### src/rtl/core/spdpi_pkg.sv
// spdpi_pkg: types, constants and microprogram ROM of the speed PI controller.
// No dependencies; used by the sequencer, datapath and top level.
`default_nettype none

package spdpi_pkg;

  localparam int unsigned StepW = 4;

  // speed conversion constant: round(9.549296585513721e-3 * 2^32)
  localparam logic signed [26:0] SpdK = 27'sd41013917;

  localparam logic [1:0] CfgSpdLim = 2'd0;
  localparam logic [1:0] CfgTrqLim = 2'd1;
  localparam logic [1:0] CfgKp     = 2'd2;
  localparam logic [1:0] CfgKi     = 2'd3;

  localparam logic [14:0] SpdLimRst = 15'd3000;
  localparam logic [14:0] TrqLimRst = 15'd30000;
  localparam logic [23:0] KpRst     = 24'd33554;
  localparam logic [23:0] KiRst     = 24'd839;

  localparam logic [StepW-1:0] StepWait   = 4'd0;
  localparam logic [StepW-1:0] StepMulSpd = 4'd1;
  localparam logic [StepW-1:0] StepRpm    = 4'd2;
  localparam logic [StepW-1:0] StepErr    = 4'd3;
  localparam logic [StepW-1:0] StepGate   = 4'd4;
  localparam logic [StepW-1:0] StepKpt    = 4'd5;
  localparam logic [StepW-1:0] StepInteg  = 4'd6;
  localparam logic [StepW-1:0] StepUnsat  = 4'd7;
  localparam logic [StepW-1:0] StepMag    = 4'd8;
  localparam logic [StepW-1:0] StepM1000  = 4'd9;
  localparam logic [StepW-1:0] StepEmit   = 4'd10;

  typedef enum logic [1:0] {
    MUL_NONE,
    MUL_SPD,
    MUL_KP,
    MUL_KI
  } mul_e;

  typedef enum logic [3:0] {
    ALU_NOP,
    ALU_RPM,
    ALU_ERR,
    ALU_GATE,
    ALU_KPT,
    ALU_INTEG,
    ALU_UNSAT,
    ALU_MAG,
    ALU_M1000
  } alu_e;

  typedef enum logic [1:0] {
    JMP_NEXT,
    JMP_ALWAYS,
    JMP_IF_MODE
  } jmp_e;

  typedef struct packed {
    logic             wait_in;
    logic             emit;
    mul_e             mul_sel;
    alu_e             alu_op;
    jmp_e             jmp;
    logic [StepW-1:0] target;
  } ctrl_t;

  typedef struct packed {
    logic in_fire;
    logic mode;
    logic out_space;
  } stat_t;

  function automatic ctrl_t ucode_rom(input logic [StepW-1:0] step);
    ctrl_t w;
    w.wait_in = 1'b0;
    w.emit    = 1'b0;
    w.mul_sel = MUL_NONE;
    w.alu_op  = ALU_NOP;
    w.jmp     = JMP_NEXT;
    w.target  = StepWait;
    unique case (step)
      StepWait: begin
        w.wait_in = 1'b1;
        w.jmp     = JMP_IF_MODE;
      end
      StepMulSpd: w.mul_sel = MUL_SPD;
      StepRpm:    w.alu_op  = ALU_RPM;
      StepErr:    w.alu_op  = ALU_ERR;
      StepGate: begin
        w.alu_op  = ALU_GATE;
        w.mul_sel = MUL_KP;
      end
      StepKpt: begin
        w.alu_op  = ALU_KPT;
        w.mul_sel = MUL_KI;
      end
      StepInteg:  w.alu_op = ALU_INTEG;
      StepUnsat:  w.alu_op = ALU_UNSAT;
      StepMag:    w.alu_op = ALU_MAG;
      StepM1000:  w.alu_op = ALU_M1000;
      StepEmit: begin
        w.emit = 1'b1;
        w.jmp  = JMP_ALWAYS;
      end
      default:    w.jmp = JMP_ALWAYS;
    endcase
    return w;
  endfunction

  // saturate a 43-bit signed value to 40 bits
  function automatic logic signed [39:0] sat40(input logic signed [42:0] x);
    logic signed [39:0] r;
    if (x[42:39] == 4'b0000 || x[42:39] == 4'b1111) begin
      r = x[39:0];
    end else if (x[42]) begin
      r = {1'b1, 39'd0};
    end else begin
      r = {1'b0, {39{1'b1}}};
    end
    return r;
  endfunction

endpackage

`default_nettype wire

### src/rtl/core/spdpi_if.sv
// spdpi_in_if / spdpi_out_if: valid/ready channels for input and result items.
// No dependencies.
`default_nettype none

interface spdpi_in_if;
  logic               valid;
  logic               ready;
  logic               mode;
  logic signed [15:0] ref_rpm;
  logic signed [21:0] speed_mrad;

  modport source (output valid, mode, ref_rpm, speed_mrad, input ready);
  modport sink   (input valid, mode, ref_rpm, speed_mrad, output ready);
endinterface

interface spdpi_out_if;
  logic               valid;
  logic               ready;
  logic signed [15:0] torque_mnm;

  modport source (output valid, torque_mnm, input ready);
  modport sink   (input valid, torque_mnm, output ready);
endinterface

`default_nettype wire

### src/rtl/core/spdpi_seq.sv
// spdpi_seq: step counter and microprogram ROM lookup with conditional jumps.
// Depends on spdpi_pkg.
`default_nettype none

module spdpi_seq
  import spdpi_pkg::*;
(
  input  wire   clk_i,
  input  wire   rst_ni,
  input  stat_t stat_i,
  output ctrl_t ctrl_o
);

  logic [StepW-1:0] pc_q, pc_d;
  logic             hold;

  assign ctrl_o = ucode_rom(pc_q);
  assign hold   = (ctrl_o.wait_in && !stat_i.in_fire) || (ctrl_o.emit && !stat_i.out_space);

  always_comb begin
    pc_d = pc_q;
    if (!hold) begin
      unique case (ctrl_o.jmp)
        JMP_NEXT:    pc_d = StepW'(pc_q + 1'b1);
        JMP_ALWAYS:  pc_d = ctrl_o.target;
        JMP_IF_MODE: pc_d = stat_i.mode ? ctrl_o.target : StepW'(pc_q + 1'b1);
        default:     pc_d = StepWait;
      endcase
    end
  end

  always_ff @(posedge clk_i or negedge rst_ni) begin
    if (!rst_ni) begin
      pc_q <= StepWait;
    end else begin
      pc_q <= pc_d;
    end
  end

endmodule

`default_nettype wire

### src/rtl/core/spdpi_dp.sv
// spdpi_dp: datapath with config registers, shared 27x27 multiplier, state
// registers and output register. Depends on spdpi_pkg and spdpi_if.
`default_nettype none

module spdpi_dp
  import spdpi_pkg::*;
(
  input  wire          clk_i,
  input  wire          rst_ni,
  input  wire          cfg_we_i,
  input  wire  [1:0]   cfg_idx_i,
  input  wire  [23:0]  cfg_wdata_i,
  input  ctrl_t        ctrl_i,
  output stat_t        stat_o,
  spdpi_in_if.sink     in_i,
  spdpi_out_if.source  out_o
);

  logic [14:0] spd_lim_q, trq_lim_q;
  logic [23:0] kp_q, ki_q;

  logic signed [15:0] ref_q, ref_d, lim_s;
  logic signed [21:0] spd_q;
  logic signed [26:0] mul_a, mul_b;
  logic signed [53:0] mul_res, prod_q, rnd;
  logic signed [23:0] rpm_q;
  logic signed [24:0] err_q, err_d, gated_d, pgate_q;
  logic signed [25:0] sum_q, sum_d;
  logic signed [40:0] kpt_q;
  logic signed [39:0] integ_q, unsat_q;
  logic [39:0]        mag_q;
  logic [49:0]        m1000_d;
  logic [48:0]        m1000_q;
  logic               awin_ok, in_fire, emit_fire, out_valid_q;
  logic [24:0]        mnm_mag;
  logic [14:0]        mnm_clamp;
  logic signed [15:0] torque_d, torque_q;

  assign in_i.ready       = ctrl_i.wait_in;
  assign in_fire          = in_i.valid && ctrl_i.wait_in;
  assign stat_o.in_fire   = in_fire;
  assign stat_o.mode      = in_i.mode;
  assign stat_o.out_space = !out_valid_q || out_o.ready;
  assign emit_fire        = ctrl_i.emit && stat_o.out_space;

  assign lim_s = $signed({1'b0, spd_lim_q});
  always_comb begin
    ref_d = in_i.ref_rpm;
    if (in_i.ref_rpm > lim_s) begin
      ref_d = lim_s;
    end else if (in_i.ref_rpm < -lim_s) begin
      ref_d = -lim_s;
    end
  end

  always_comb begin
    case (ctrl_i.mul_sel)
      MUL_SPD: begin
        mul_a = {{5{spd_q[21]}}, spd_q};
        mul_b = SpdK;
      end
      MUL_KP: begin
        mul_a = $signed({3'b000, kp_q});
        mul_b = {{2{err_q[24]}}, err_q};
      end
      MUL_KI: begin
        mul_a = $signed({3'b000, ki_q});
        mul_b = {sum_q[25], sum_q};
      end
      default: begin
        mul_a = '0;
        mul_b = '0;
      end
    endcase
  end
  assign mul_res = mul_a * mul_b;

  // rpm Q8, round to nearest
  assign rnd   = prod_q + 54'sh800000;
  assign err_d = $signed({ref_q[15], ref_q, 8'h00}) - $signed({rpm_q[23], rpm_q});

  // anti-windup: previous unclamped torque below limit, or opposing the error
  assign awin_ok = (m1000_q < {10'd0, trq_lim_q, 24'd0}) ||
                   (!unsat_q[39] && unsat_q != '0 && err_q[24]) ||
                   (unsat_q[39] && !err_q[24] && err_q != '0);
  assign gated_d = awin_ok ? err_q : '0;
  assign sum_d   = {gated_d[24], gated_d} + {pgate_q[24], pgate_q};

  assign m1000_d = {mag_q, 10'd0} - {6'd0, mag_q, 4'd0} - {7'd0, mag_q, 3'd0};

  assign mnm_mag   = m1000_q[48:24];
  assign mnm_clamp = (mnm_mag > {10'd0, trq_lim_q}) ? trq_lim_q : mnm_mag[14:0];
  assign torque_d  = unsat_q[39] ? -$signed({1'b0, mnm_clamp}) : $signed({1'b0, mnm_clamp});

  always_ff @(posedge clk_i or negedge rst_ni) begin
    if (!rst_ni) begin
      spd_lim_q <= SpdLimRst;
      trq_lim_q <= TrqLimRst;
      kp_q      <= KpRst;
      ki_q      <= KiRst;
    end else if (cfg_we_i) begin
      unique case (cfg_idx_i)
        CfgSpdLim: spd_lim_q <= cfg_wdata_i[14:0];
        CfgTrqLim: trq_lim_q <= cfg_wdata_i[14:0];
        CfgKp:     kp_q      <= cfg_wdata_i;
        CfgKi:     ki_q      <= cfg_wdata_i;
      endcase
    end
  end

  // controller state
  always_ff @(posedge clk_i or negedge rst_ni) begin
    if (!rst_ni) begin
      integ_q <= '0;
      pgate_q <= '0;
      unsat_q <= '0;
      m1000_q <= '0;
    end else if (in_fire && in_i.mode) begin
      integ_q <= '0;
      pgate_q <= '0;
      unsat_q <= '0;
      m1000_q <= '0;
    end else begin
      case (ctrl_i.alu_op)
        ALU_GATE:  pgate_q <= gated_d;
        ALU_INTEG: integ_q <= sat40({{3{integ_q[39]}}, integ_q} + prod_q[50:8]);
        ALU_UNSAT: unsat_q <= sat40({{3{integ_q[39]}}, integ_q} + {{2{kpt_q[40]}}, kpt_q});
        ALU_M1000: m1000_q <= m1000_d[48:0];
        default: ;
      endcase
    end
  end

  // working registers
  always_ff @(posedge clk_i) begin
    if (in_fire) begin
      ref_q <= ref_d;
      spd_q <= in_i.speed_mrad;
    end
    if (ctrl_i.mul_sel != MUL_NONE) begin
      prod_q <= mul_res;
    end
    case (ctrl_i.alu_op)
      ALU_RPM:  rpm_q <= rnd[47:24];
      ALU_ERR:  err_q <= err_d;
      ALU_GATE: sum_q <= sum_d;
      ALU_KPT:  kpt_q <= prod_q[48:8];
      ALU_MAG:  mag_q <= unsat_q[39] ? 40'(-unsat_q) : 40'(unsat_q);
      default: ;
    endcase
  end

  always_ff @(posedge clk_i or negedge rst_ni) begin
    if (!rst_ni) begin
      out_valid_q <= 1'b0;
    end else if (emit_fire) begin
      out_valid_q <= 1'b1;
    end else if (out_o.ready) begin
      out_valid_q <= 1'b0;
    end
  end

  always_ff @(posedge clk_i) begin
    if (emit_fire) begin
      torque_q <= torque_d;
    end
  end

  assign out_o.valid      = out_valid_q;
  assign out_o.torque_mnm = torque_q;

endmodule

`default_nettype wire

### src/rtl/core/speed_pi_antiwindup.sv
// speed_pi_antiwindup: speed PI controller with conditional trapezoidal integration.
// A run item is taken only in the wait step; the next one waits until the microprogram
// has run through its emit step, as its steps share the single 27x27 multiplier;
// the emit step waits while a held result is not taken.
// A clear item gives no result and leaves the block ready for the next item.
// Reset (async, active low): registers to defaults, controller state to zero.
// Depends on spdpi_pkg, spdpi_if, spdpi_seq, spdpi_dp.
`default_nettype none

module speed_pi_antiwindup
  import spdpi_pkg::*;
(
  input  wire          clk_i,
  input  wire          rst_ni,
  input  wire          cfg_we_i,
  input  wire  [1:0]   cfg_idx_i,
  input  wire  [23:0]  cfg_wdata_i,
  spdpi_in_if.sink     in_i,
  spdpi_out_if.source  out_o
);

  ctrl_t ctrl;
  stat_t stat;

  spdpi_seq u_seq (
    .clk_i  (clk_i),
    .rst_ni (rst_ni),
    .stat_i (stat),
    .ctrl_o (ctrl)
  );

  spdpi_dp u_dp (
    .clk_i       (clk_i),
    .rst_ni      (rst_ni),
    .cfg_we_i    (cfg_we_i),
    .cfg_idx_i   (cfg_idx_i),
    .cfg_wdata_i (cfg_wdata_i),
    .ctrl_i      (ctrl),
    .stat_o      (stat),
    .in_i        (in_i),
    .out_o       (out_o)
  );

endmodule

`default_nettype wire

### src/flat_wrapper.sv
// flat-port wrapper written by rule: the top's interface ports become plain ports
module speed_pi_antiwindup_flat import spdpi_pkg::*;
  (clk_i, rst_ni, cfg_we_i, cfg_idx_i, cfg_wdata_i, in_i_valid, in_i_mode, in_i_ref_rpm, in_i_speed_mrad, in_i_ready, out_o_valid, out_o_torque_mnm, out_o_ready);
  spdpi_in_if in_i_i ();
  spdpi_out_if out_o_i ();
  input  wire clk_i;
  input  wire rst_ni;
  input  wire cfg_we_i;
  input  wire  [1:0] cfg_idx_i;
  input  wire  [23:0] cfg_wdata_i;
  input wire logic [$bits(in_i_i.valid)-1:0] in_i_valid;
  input wire logic [$bits(in_i_i.mode)-1:0] in_i_mode;
  input wire logic [$bits(in_i_i.ref_rpm)-1:0] in_i_ref_rpm;
  input wire logic [$bits(in_i_i.speed_mrad)-1:0] in_i_speed_mrad;
  output wire logic [$bits(in_i_i.ready)-1:0] in_i_ready;
  output wire logic [$bits(out_o_i.valid)-1:0] out_o_valid;
  output wire logic [$bits(out_o_i.torque_mnm)-1:0] out_o_torque_mnm;
  input wire logic [$bits(out_o_i.ready)-1:0] out_o_ready;
  assign in_i_i.valid = in_i_valid;
  assign in_i_i.mode = in_i_mode;
  assign in_i_i.ref_rpm = in_i_ref_rpm;
  assign in_i_i.speed_mrad = in_i_speed_mrad;
  assign in_i_ready = in_i_i.ready;
  assign out_o_valid = out_o_i.valid;
  assign out_o_torque_mnm = out_o_i.torque_mnm;
  assign out_o_i.ready = out_o_ready;
  speed_pi_antiwindup u_core (.clk_i(clk_i), .rst_ni(rst_ni), .cfg_we_i(cfg_we_i), .cfg_idx_i(cfg_idx_i), .cfg_wdata_i(cfg_wdata_i), .in_i(in_i_i), .out_o(out_o_i));
endmodule
### config.mk
export PLATFORM = sky130hd
export DESIGN_NAME = speed_pi_antiwindup_flat
export DESIGN_NICKNAME = d
export VERILOG_FILES = /design/src/rtl/core/spdpi_pkg.sv /design/src/rtl/core/spdpi_if.sv /design/src/rtl/core/spdpi_seq.sv /design/src/rtl/core/spdpi_dp.sv /design/src/rtl/core/speed_pi_antiwindup.sv /design/src/flat_wrapper.sv
export SDC_FILE = /design/constraint.sdc
export NUM_CORES = 2
export LEC_CHECK = 0
export BUFFER_PORTS_ARGS = -buffer_cell sky130_fd_sc_hd__buf_2
export CAP_MARGIN = 20
export CORE_MARGIN = 2
export CORE_UTILIZATION = 55
export DETAILED_ROUTE_END_ITERATION = 8
export HOLD_SLACK_MARGIN = 0.12
export PLACE_DENSITY_LB_ADDON = 0.1
export SYNTH_ARGS = -nofsm -noshare
export SYNTH_HDL_FRONTEND = slang
export SYNTH_SLANG_ARGS = --single-unit
### constraint.sdc
create_clock -name clk_i -period 12 [get_ports clk_i]
set_input_delay 0.6 -clock clk_i [delete_from_list [all_inputs] [get_ports clk_i]]
set_output_delay 0.6 -clock clk_i [all_outputs]
set_load 0.02 [all_outputs]
# [After elaboration in Yosys (flattened, before gate mapping)]
# Cells that the tools add are included.
[word_totals] register_bits=498 in_bits=70 word_cells=132
[op_classes] add_sub_neg=11 mul=1 n_lt_le_gt_ge=4 eq_ne=27 muxes=29 n_reduce_logical=38
[op_table] operator="40-bit two-way mux" n=8
[op_table] operator="27-bit case mux with 3 select lines" n=2
[op_table] operator="49-bit two-way mux" n=2
[op_table] operator="25-bit two-way mux" n=3
[op_table] operator="27-bit by 27-bit multiplier with 51-bit output" n=1
[op_table] operator="49-bit by 39-bit less-than comparator with 1-bit output" n=1
[op_table] operator="49-bit by 43-bit subtractor with 49-bit output" n=1
[op_table] operator="49-bit by 44-bit subtractor with 49-bit output" n=1
[op_table] operator="48-bit by 25-bit adder with 48-bit output (second input constant)" n=1
[op_table] operator="15-bit two-way mux" n=3
[op_table] operator="43-bit adder" n=1
[op_table] operator="40-bit by 41-bit adder with 42-bit output" n=1
[op_table] operator="40-bit negation" n=1
[op_table] operator="40-bit nonzero test" n=1
[op_table] operator="39-bit two-way mux" n=1
[op_table] operator="4-bit by 3-bit equality test with 1-bit output (second input constant)" n=8
[op_table] operator="15-bit negation with 16-bit output" n=2
[op_table] operator="4-bit case mux with 8 select lines" n=1
[op_table] operator="25-bit by 25-bit adder with 26-bit output" n=1
[op_table] operator="25-bit by 15-bit greater-than comparator with 1-bit output" n=1
[op_table] operator="25-bit nonzero test" n=1
[op_table] operator="24-bit by 24-bit subtractor with 25-bit output" n=1
[op_table] operator="4-bit equality test (second input constant)" n=6
[op_table] operator="4-bit by 2-bit equality test with 1-bit output (second input constant)" n=4
[op_table] operator="20 further kinds" n=57

# [Logic depth before layout (Yosys ltp)]
[logic_depth] ltp_word=8 depth_mapped=37 depth_no_buf=33

# [By module]
# Synthesis repeated with hierarchy kept, for this count alone.
[hier_totals] cells_unflattened=5665 hier_area_um2=53991.8
[by_module_without_submodules] module="spdpi_dp" n_inst=1 cells_per_inst=5607 area_per_inst_um2=53496.3 seq_area_each_um2=12858.6
[by_module_without_submodules] module="spdpi_seq" n_inst=1 cells_per_inst=58 area_per_inst_um2=495.5 seq_area_each_um2=100.1

# [Worst setup path after synthesis]
# No wires, ideal clock.
[synth_path] path_type="register to register" start="register u_core.u_seq.pc_q[0]" end="register u_core.u_dp.prod_q[42], data pin" setup_ns=0.259 arrival_time_ns=8.685 required_time_ns=11.741 setup_slack_ns=3.056 stages_incl_launch_ff=32 n_path_buf=2 cell_sequence="dfrtp_1 inv_1 ha_1 clkbuf_1 a21oi_1 or2_2 inv_1 clkbuf_1 nand2_1 nor2_1 fa_1 fa_1 inv_1 fa_1 fa_1 inv_1 fa_1 fa_1 inv_1 fa_1 inv_1 ha_1 and2_1 o21a_1 o21ai_0 nand2b_1 o2111ai_1 nand2_1 a41oi_1 nor3_1 or3_1 xor2_1"
[synth_between] elab_chain_cells=5 word_cells_on_any_way=10
[synth_lines] element="start, declared" line_no="spdpi_seq.sv:14" text="logic [StepW-1:0] pc_q, pc_d;"
[synth_lines] element="start signal, assigned" line_no="spdpi_seq.sv:34" text="pc_q <= StepWait;"
[synth_lines] element="start signal, assigned" line_no="spdpi_seq.sv:36" text="pc_q <= pc_d;"
[synth_lines] element="4-bit by 3-bit equality test with 1-bit output / 4-bit by 1-bit equality test with 1-bit output (equally long branches)" line_no="spdpi_pkg.sv:82" text="unique case (step)"
[synth_lines] element="2-bit case mux with 3 select lines (*)" line_no="spdpi_pkg.sv:82"
[synth_lines] element="2-bit equality test / 2-bit by 1-bit equality test with 1-bit output (equally long branches)" line_no="spdpi_dp.sv:57" text="case (ctrl_i.mul_sel)"
[synth_lines] element="27-bit case mux with 3 select lines" line_no="spdpi_dp.sv:57"
[synth_lines] element="27-bit by 27-bit multiplier with 51-bit output (*)" line_no="spdpi_dp.sv:76" text="assign mul_res = mul_a * mul_b;"
[synth_lines] element="net u_core.u_dp.mul_res[42]" line_no="spdpi_dp.sv:25" text="logic signed [53:0] mul_res, prod_q, rnd;"
[synth_lines] element="end signal, assigned" line_no="spdpi_dp.sv:141" text="prod_q <= mul_res;"
[synth_lines] element="end, declared" line_no="spdpi_dp.sv:25"
# The timed path passes the listed nets; every way through them passes the cells marked *.
# A chain may end at the register's enable or synchronous reset.

# [Worst setup path after layout]
# Same ends and word-level chain as after synthesis.

==> summary.md <==
| Metric | Value |
|---|---|
| Number of enable flip-flop cells after synthesis | approximately 250 |
| Die X-Extent | 316.7 µm |
| Top-Level Pins | between 80 and 90 |
| Slew @ Worst Pin | roughly 1200 ps |
| Standard cell core area | between 0.09 and 0.1 mm² |
| Antenna violations before repair | 2 |
| Worst-case clock buffer depth | 3 |
| Final Routed Wirelength | 157.6 mm |
| Average detailed-routed wire length per instance | 22.34 µm |
| Primary flip-flop cell chosen by synthesis mapping | sky130_fd_sc_hd__edfxtp_1 |
| Share of layout cells above drive strength 1 | 6.786% |
| GRT Resource Usage Total | 32.66% |
| Slew HR | 17.57% |
| Post-synthesis register bit count | around 470 |
| Run status | complete, no violations |
| Mapped cell area | 0.05378 mm² |
| Clock-pin slew of the registers on the worst-case setup and hold paths | 60 ps |
| Global-route wire length before repair | 246.4 mm |
| Mean number of vias per cell | 5.829 |
| Clock skew | 28.93 ps |
| Data arrival, critical path | 10,330 ps |
| Worst Setup Path Type | flop to flop |
| Post-route setup TNS | 0 ps |
| Number of hold violations in the final report | 0 |
| Half-perimeter wire length after placement | 126.4 mm |
| Share of async-settable or async-resettable flops after synthesis | 45.71% |
| Sort of element at the end of the critical path | flop |
| Number of global-route vias before repair | around 42,000 |
| Clk Tree Root Cell | sky130_fd_sc_hd__clkbuf_16 |
| N_diodes | 0 |
| Finished layout cell area | between 0.05 and 0.06 mm² |
| GR Overflow Total | 0 |
| Max frequency | 0.1003 GHz |
| Endpoints failing setup | 0 |
| Unrepaired setup endpoints after global routing | no |
| Routed Antenna Nets | 0 |
| Library cell contributing the largest single delay on the critical path | sky130_fd_sc_hd__nand3_1 |
| # nets final | 6,918 |
| Area growth from synthesis to final layout | 7.059% |
| Data required, critical path | 12,360 ps |
| CTS Buf Count | 52 |
| Weighted congestion reported at the end of routability-driven placement | 0.9911 |
| Max H-tree Level | 2 |
| Yosys warning total | 0 |
| Cell Rows | 114 |
| Maximum fanout along the worst path | 51 |
| Number of input and output port buffers inserted | 87 |
| TritonCTS clock tree | done |
| Max_cap viols | 0 |
| Startpoint kind of the worst setup timing path | flop |
| Routed vias | just over 40,000 |
| Die area | 0.1003 mm² |
| Number of remaining DRC errors | 0 |
| Maximum cell stage delay along the critical path | 890 ps |
| Min setup slack post-route | 2029 ps |
| Final period util | 83.09% |
| Starting utilization of the core area | 55.52% |
| Path category of the worst min-delay check | input pin to flop |
| Final count of pins violating max slew | 0 |
| Placement-stage cell area | 0.05574 mm² |
| Total of cells resized after clock tree synthesis | 0 |
| Gate Count Post-Synth | approximately 5,700 |
| Tmin final | 9971 ps |
| Cell count of the worst reg-to-reg path | 33 |
| Distinct cell type count after synthesis | 88 |
| Clock net sink count | 466 |
| Synthesized area per cell | 9.438 µm² |
| Post-Place Setup Slack | 2162 ps |
| 1st-pass router iterations | 6 |
| Largest net degree at the start of global routing | 103 |
| Worst Hold Margin | 150.5 ps |
| Instance count along the most critical hold path | 1 |
| Vertical die dimension | roughly 320 µm |
| Violation count after the first detailed-route iteration | 3,514 |
| Later-pin clock latency in the skew report | 630 ps |
| Most used cell, CP | sky130_fd_sc_hd__inv_1 |
| Share of the yosys chip area belonging to registers | 24.10% |
[repair_timing]
action                    CTS  global route
setup buffers               0             0
hold endpoints to repair   83             0
hold buffers                1             0
[cells in the mapped netlist, types with 10 or more instances]
library cell / count / area share [%]
sky130_fd_sc_hd__or2_2: 10 / 0.12
sky130_fd_sc_hd__nand3_1: 112 / 1.0
sky130_fd_sc_hd__nand4_1: 30 / 0.35
sky130_fd_sc_hd__or4_1: 11 / 0.15
sky130_fd_sc_hd__a22o_1: 37 / 0.60
sky130_fd_sc_hd__inv_1: 997 / 7.0
sky130_fd_sc_hd__clkbuf_1: 185 / 1.3
sky130_fd_sc_hd__and2_1: 29 / 0.34
sky130_fd_sc_hd__nand2_1: 689 / 4.8
sky130_fd_sc_hd__o21ai_1: 10 / 0.093
sky130_fd_sc_hd__a21oi_1: 223 / 2.1
sky130_fd_sc_hd__fa_1: 738 / 27
sky130_fd_sc_hd__a21o_1: 110 / 1.5
sky130_fd_sc_hd__nor2b_1: 72 / 0.84
sky130_fd_sc_hd__nor3_1: 65 / 0.60
sky130_fd_sc_hd__edfxtp_1: 253 / 14
sky130_fd_sc_hd__o21a_1: 42 / 0.59
sky130_fd_sc_hd__mux2_2: 69 / 1.4
sky130_fd_sc_hd__a211oi_1: 23 / 0.32
sky130_fd_sc_hd__o211ai_1: 11 / 0.15
sky130_fd_sc_hd__a22oi_1: 10 / 0.14
sky130_fd_sc_hd__o31ai_1: 25 / 0.35
sky130_fd_sc_hd__dfrtp_1: 188 / 8.7
sky130_fd_sc_hd__or3_1: 28 / 0.33
sky130_fd_sc_hd__xnor2_1: 210 / 3.4
sky130_fd_sc_hd__mux2i_1: 17 / 0.32
sky130_fd_sc_hd__a31oi_1: 28 / 0.33
sky130_fd_sc_hd__nand2b_1: 35 / 0.41
sky130_fd_sc_hd__ha_1: 377 / 8.8
sky130_fd_sc_hd__dfstp_2: 25 / 1.2
sky130_fd_sc_hd__and3_1: 48 / 0.56
sky130_fd_sc_hd__o21bai_1: 37 / 0.52
sky130_fd_sc_hd__nor3b_1: 18 / 0.25
sky130_fd_sc_hd__o21ai_0: 221 / 2.1
sky130_fd_sc_hd__nor4_1: 22 / 0.26
sky130_fd_sc_hd__nor2_1: 419 / 2.9
sky130_fd_sc_hd__a311oi_1: 10 / 0.16
sky130_fd_sc_hd__xor2_1: 69 / 1.1
sky130_fd_sc_hd__a221o_1: 45 / 0.84
[metrics by stage]
step,utilization (%),instances
2_1_floorplan,-,5717
3_3_place_gp,57.55,6950
3_5_place_dp,57.55,6950
4_1_cts,59.33,7049
5_1_grt,59.44,7053
6_report,59.44,7053
[critical path: cells and delay by family (launching register included)]
kind	cells	cell delay [ps]
compound gates	6	1800
xor+xnor	1	150
fa+ha+maj	9	3850
buf+inv	9	1000
flops	1	420
simple gates	8	2450
[kinds of logic after synthesis]
group           after synthesis  share of synthesized area, %
compound gates              925                         11.33
xor+xnor                    279                         4.544
fa+ha+maj                  1115                         36.25
buf+inv                    1201                         8.427
flops                       466                         24.10
mux                          86                         1.761
other cells                   2                       0.01397
simple gates               1624                         13.58
[sequential cells by signal (all words and copies together), names as in the netlist]
register,flops
u_core.u_dp.out_o.valid,1
u_core.u_dp.sum_q,26
u_core.u_dp.spd_q,22
u_core.u_dp.spd_lim_q,15
u_core.u_dp.err_q,25
u_core.u_dp.unsat_q,40
u_core.u_dp.trq_lim_q,15
u_core.u_dp.kpt_q,41
u_core.u_dp.ref_q,16
u_core.u_seq.pc_q,4
u_core.u_dp.prod_q,43
u_core.u_dp.kp_q,24
u_core.u_dp.rpm_q,24
u_core.u_dp.integ_q,40
u_core.u_dp.out_o.torque_mnm,16
u_core.u_dp.pgate_q,25
u_core.u_dp.ki_q,24
u_core.u_dp.m1000_q,25
u_core.u_dp.mag_q,40
[layout make-up]
class / instances / area, µm²
clock inverters: 26 / 264.0
inverters: 999 / 3750
clock buffers: 72 / 1446
well taps: 1276 / 1597
flip-flops and latches: 466 / 12960
repair buffers: 164 / 1106
multi-input cells: 4050 / 36450
fillers: 8496 / 39280
[placed cells by master (no fill, tap or decap), types with 72 or more instances in the layout]
cell type                  count
sky130_fd_sc_hd__a21oi_1     221
sky130_fd_sc_hd__dfrtp_1     187
sky130_fd_sc_hd__fa_1        738
sky130_fd_sc_hd__edfxtp_1    253
sky130_fd_sc_hd__a21o_1      110
sky130_fd_sc_hd__nor2_1      417
sky130_fd_sc_hd__nor2b_1      72
sky130_fd_sc_hd__xnor2_1     210
sky130_fd_sc_hd__buf_2        86
sky130_fd_sc_hd__nand2_1     689
sky130_fd_sc_hd__nand3_1     112
sky130_fd_sc_hd__buf_4        72
sky130_fd_sc_hd__ha_1        377
sky130_fd_sc_hd__inv_1       996
sky130_fd_sc_hd__o21ai_0     218
[path summary, 6_finish.rpt]
path,end,startpoint,slack (ps)
max,u_core.u_dp.prod_q[42],u_core.u_seq.pc_q[0],2030
min,u_core.u_dp.spd_q[14],in_i_speed_mrad[14],150
max reg2reg,u_core.u_dp.prod_q[42],u_core.u_seq.pc_q[0],2030
min reg2reg,u_core.u_dp.m1000_q[43],u_core.u_dp.m1000_q[43],480
max in group asynchronous,u_core.u_dp.kp_q[23],rst_ni,9900
min in group asynchronous,u_core.u_dp.trq_lim_q[7],rst_ni,580
[metal layers]
| metal | vias up | track usage (%) | share of wire [%] |
|---|---|---|---|
| li1 | 18610 | - | - |
| met1 | 20420 | 43.43 | 41 |
| met2 | 1684 | 51.85 | 46 |
| met3 | 404 | 6.560 | 8.4 |
| met4 | 2 | 14.90 | 5.5 |
| met5 | - | 0.4261 | 0.037 |
Power is left out: the tool's default activity adds up to more than one toggle a clock period on the data nets, which glitch-free logic cannot reach.
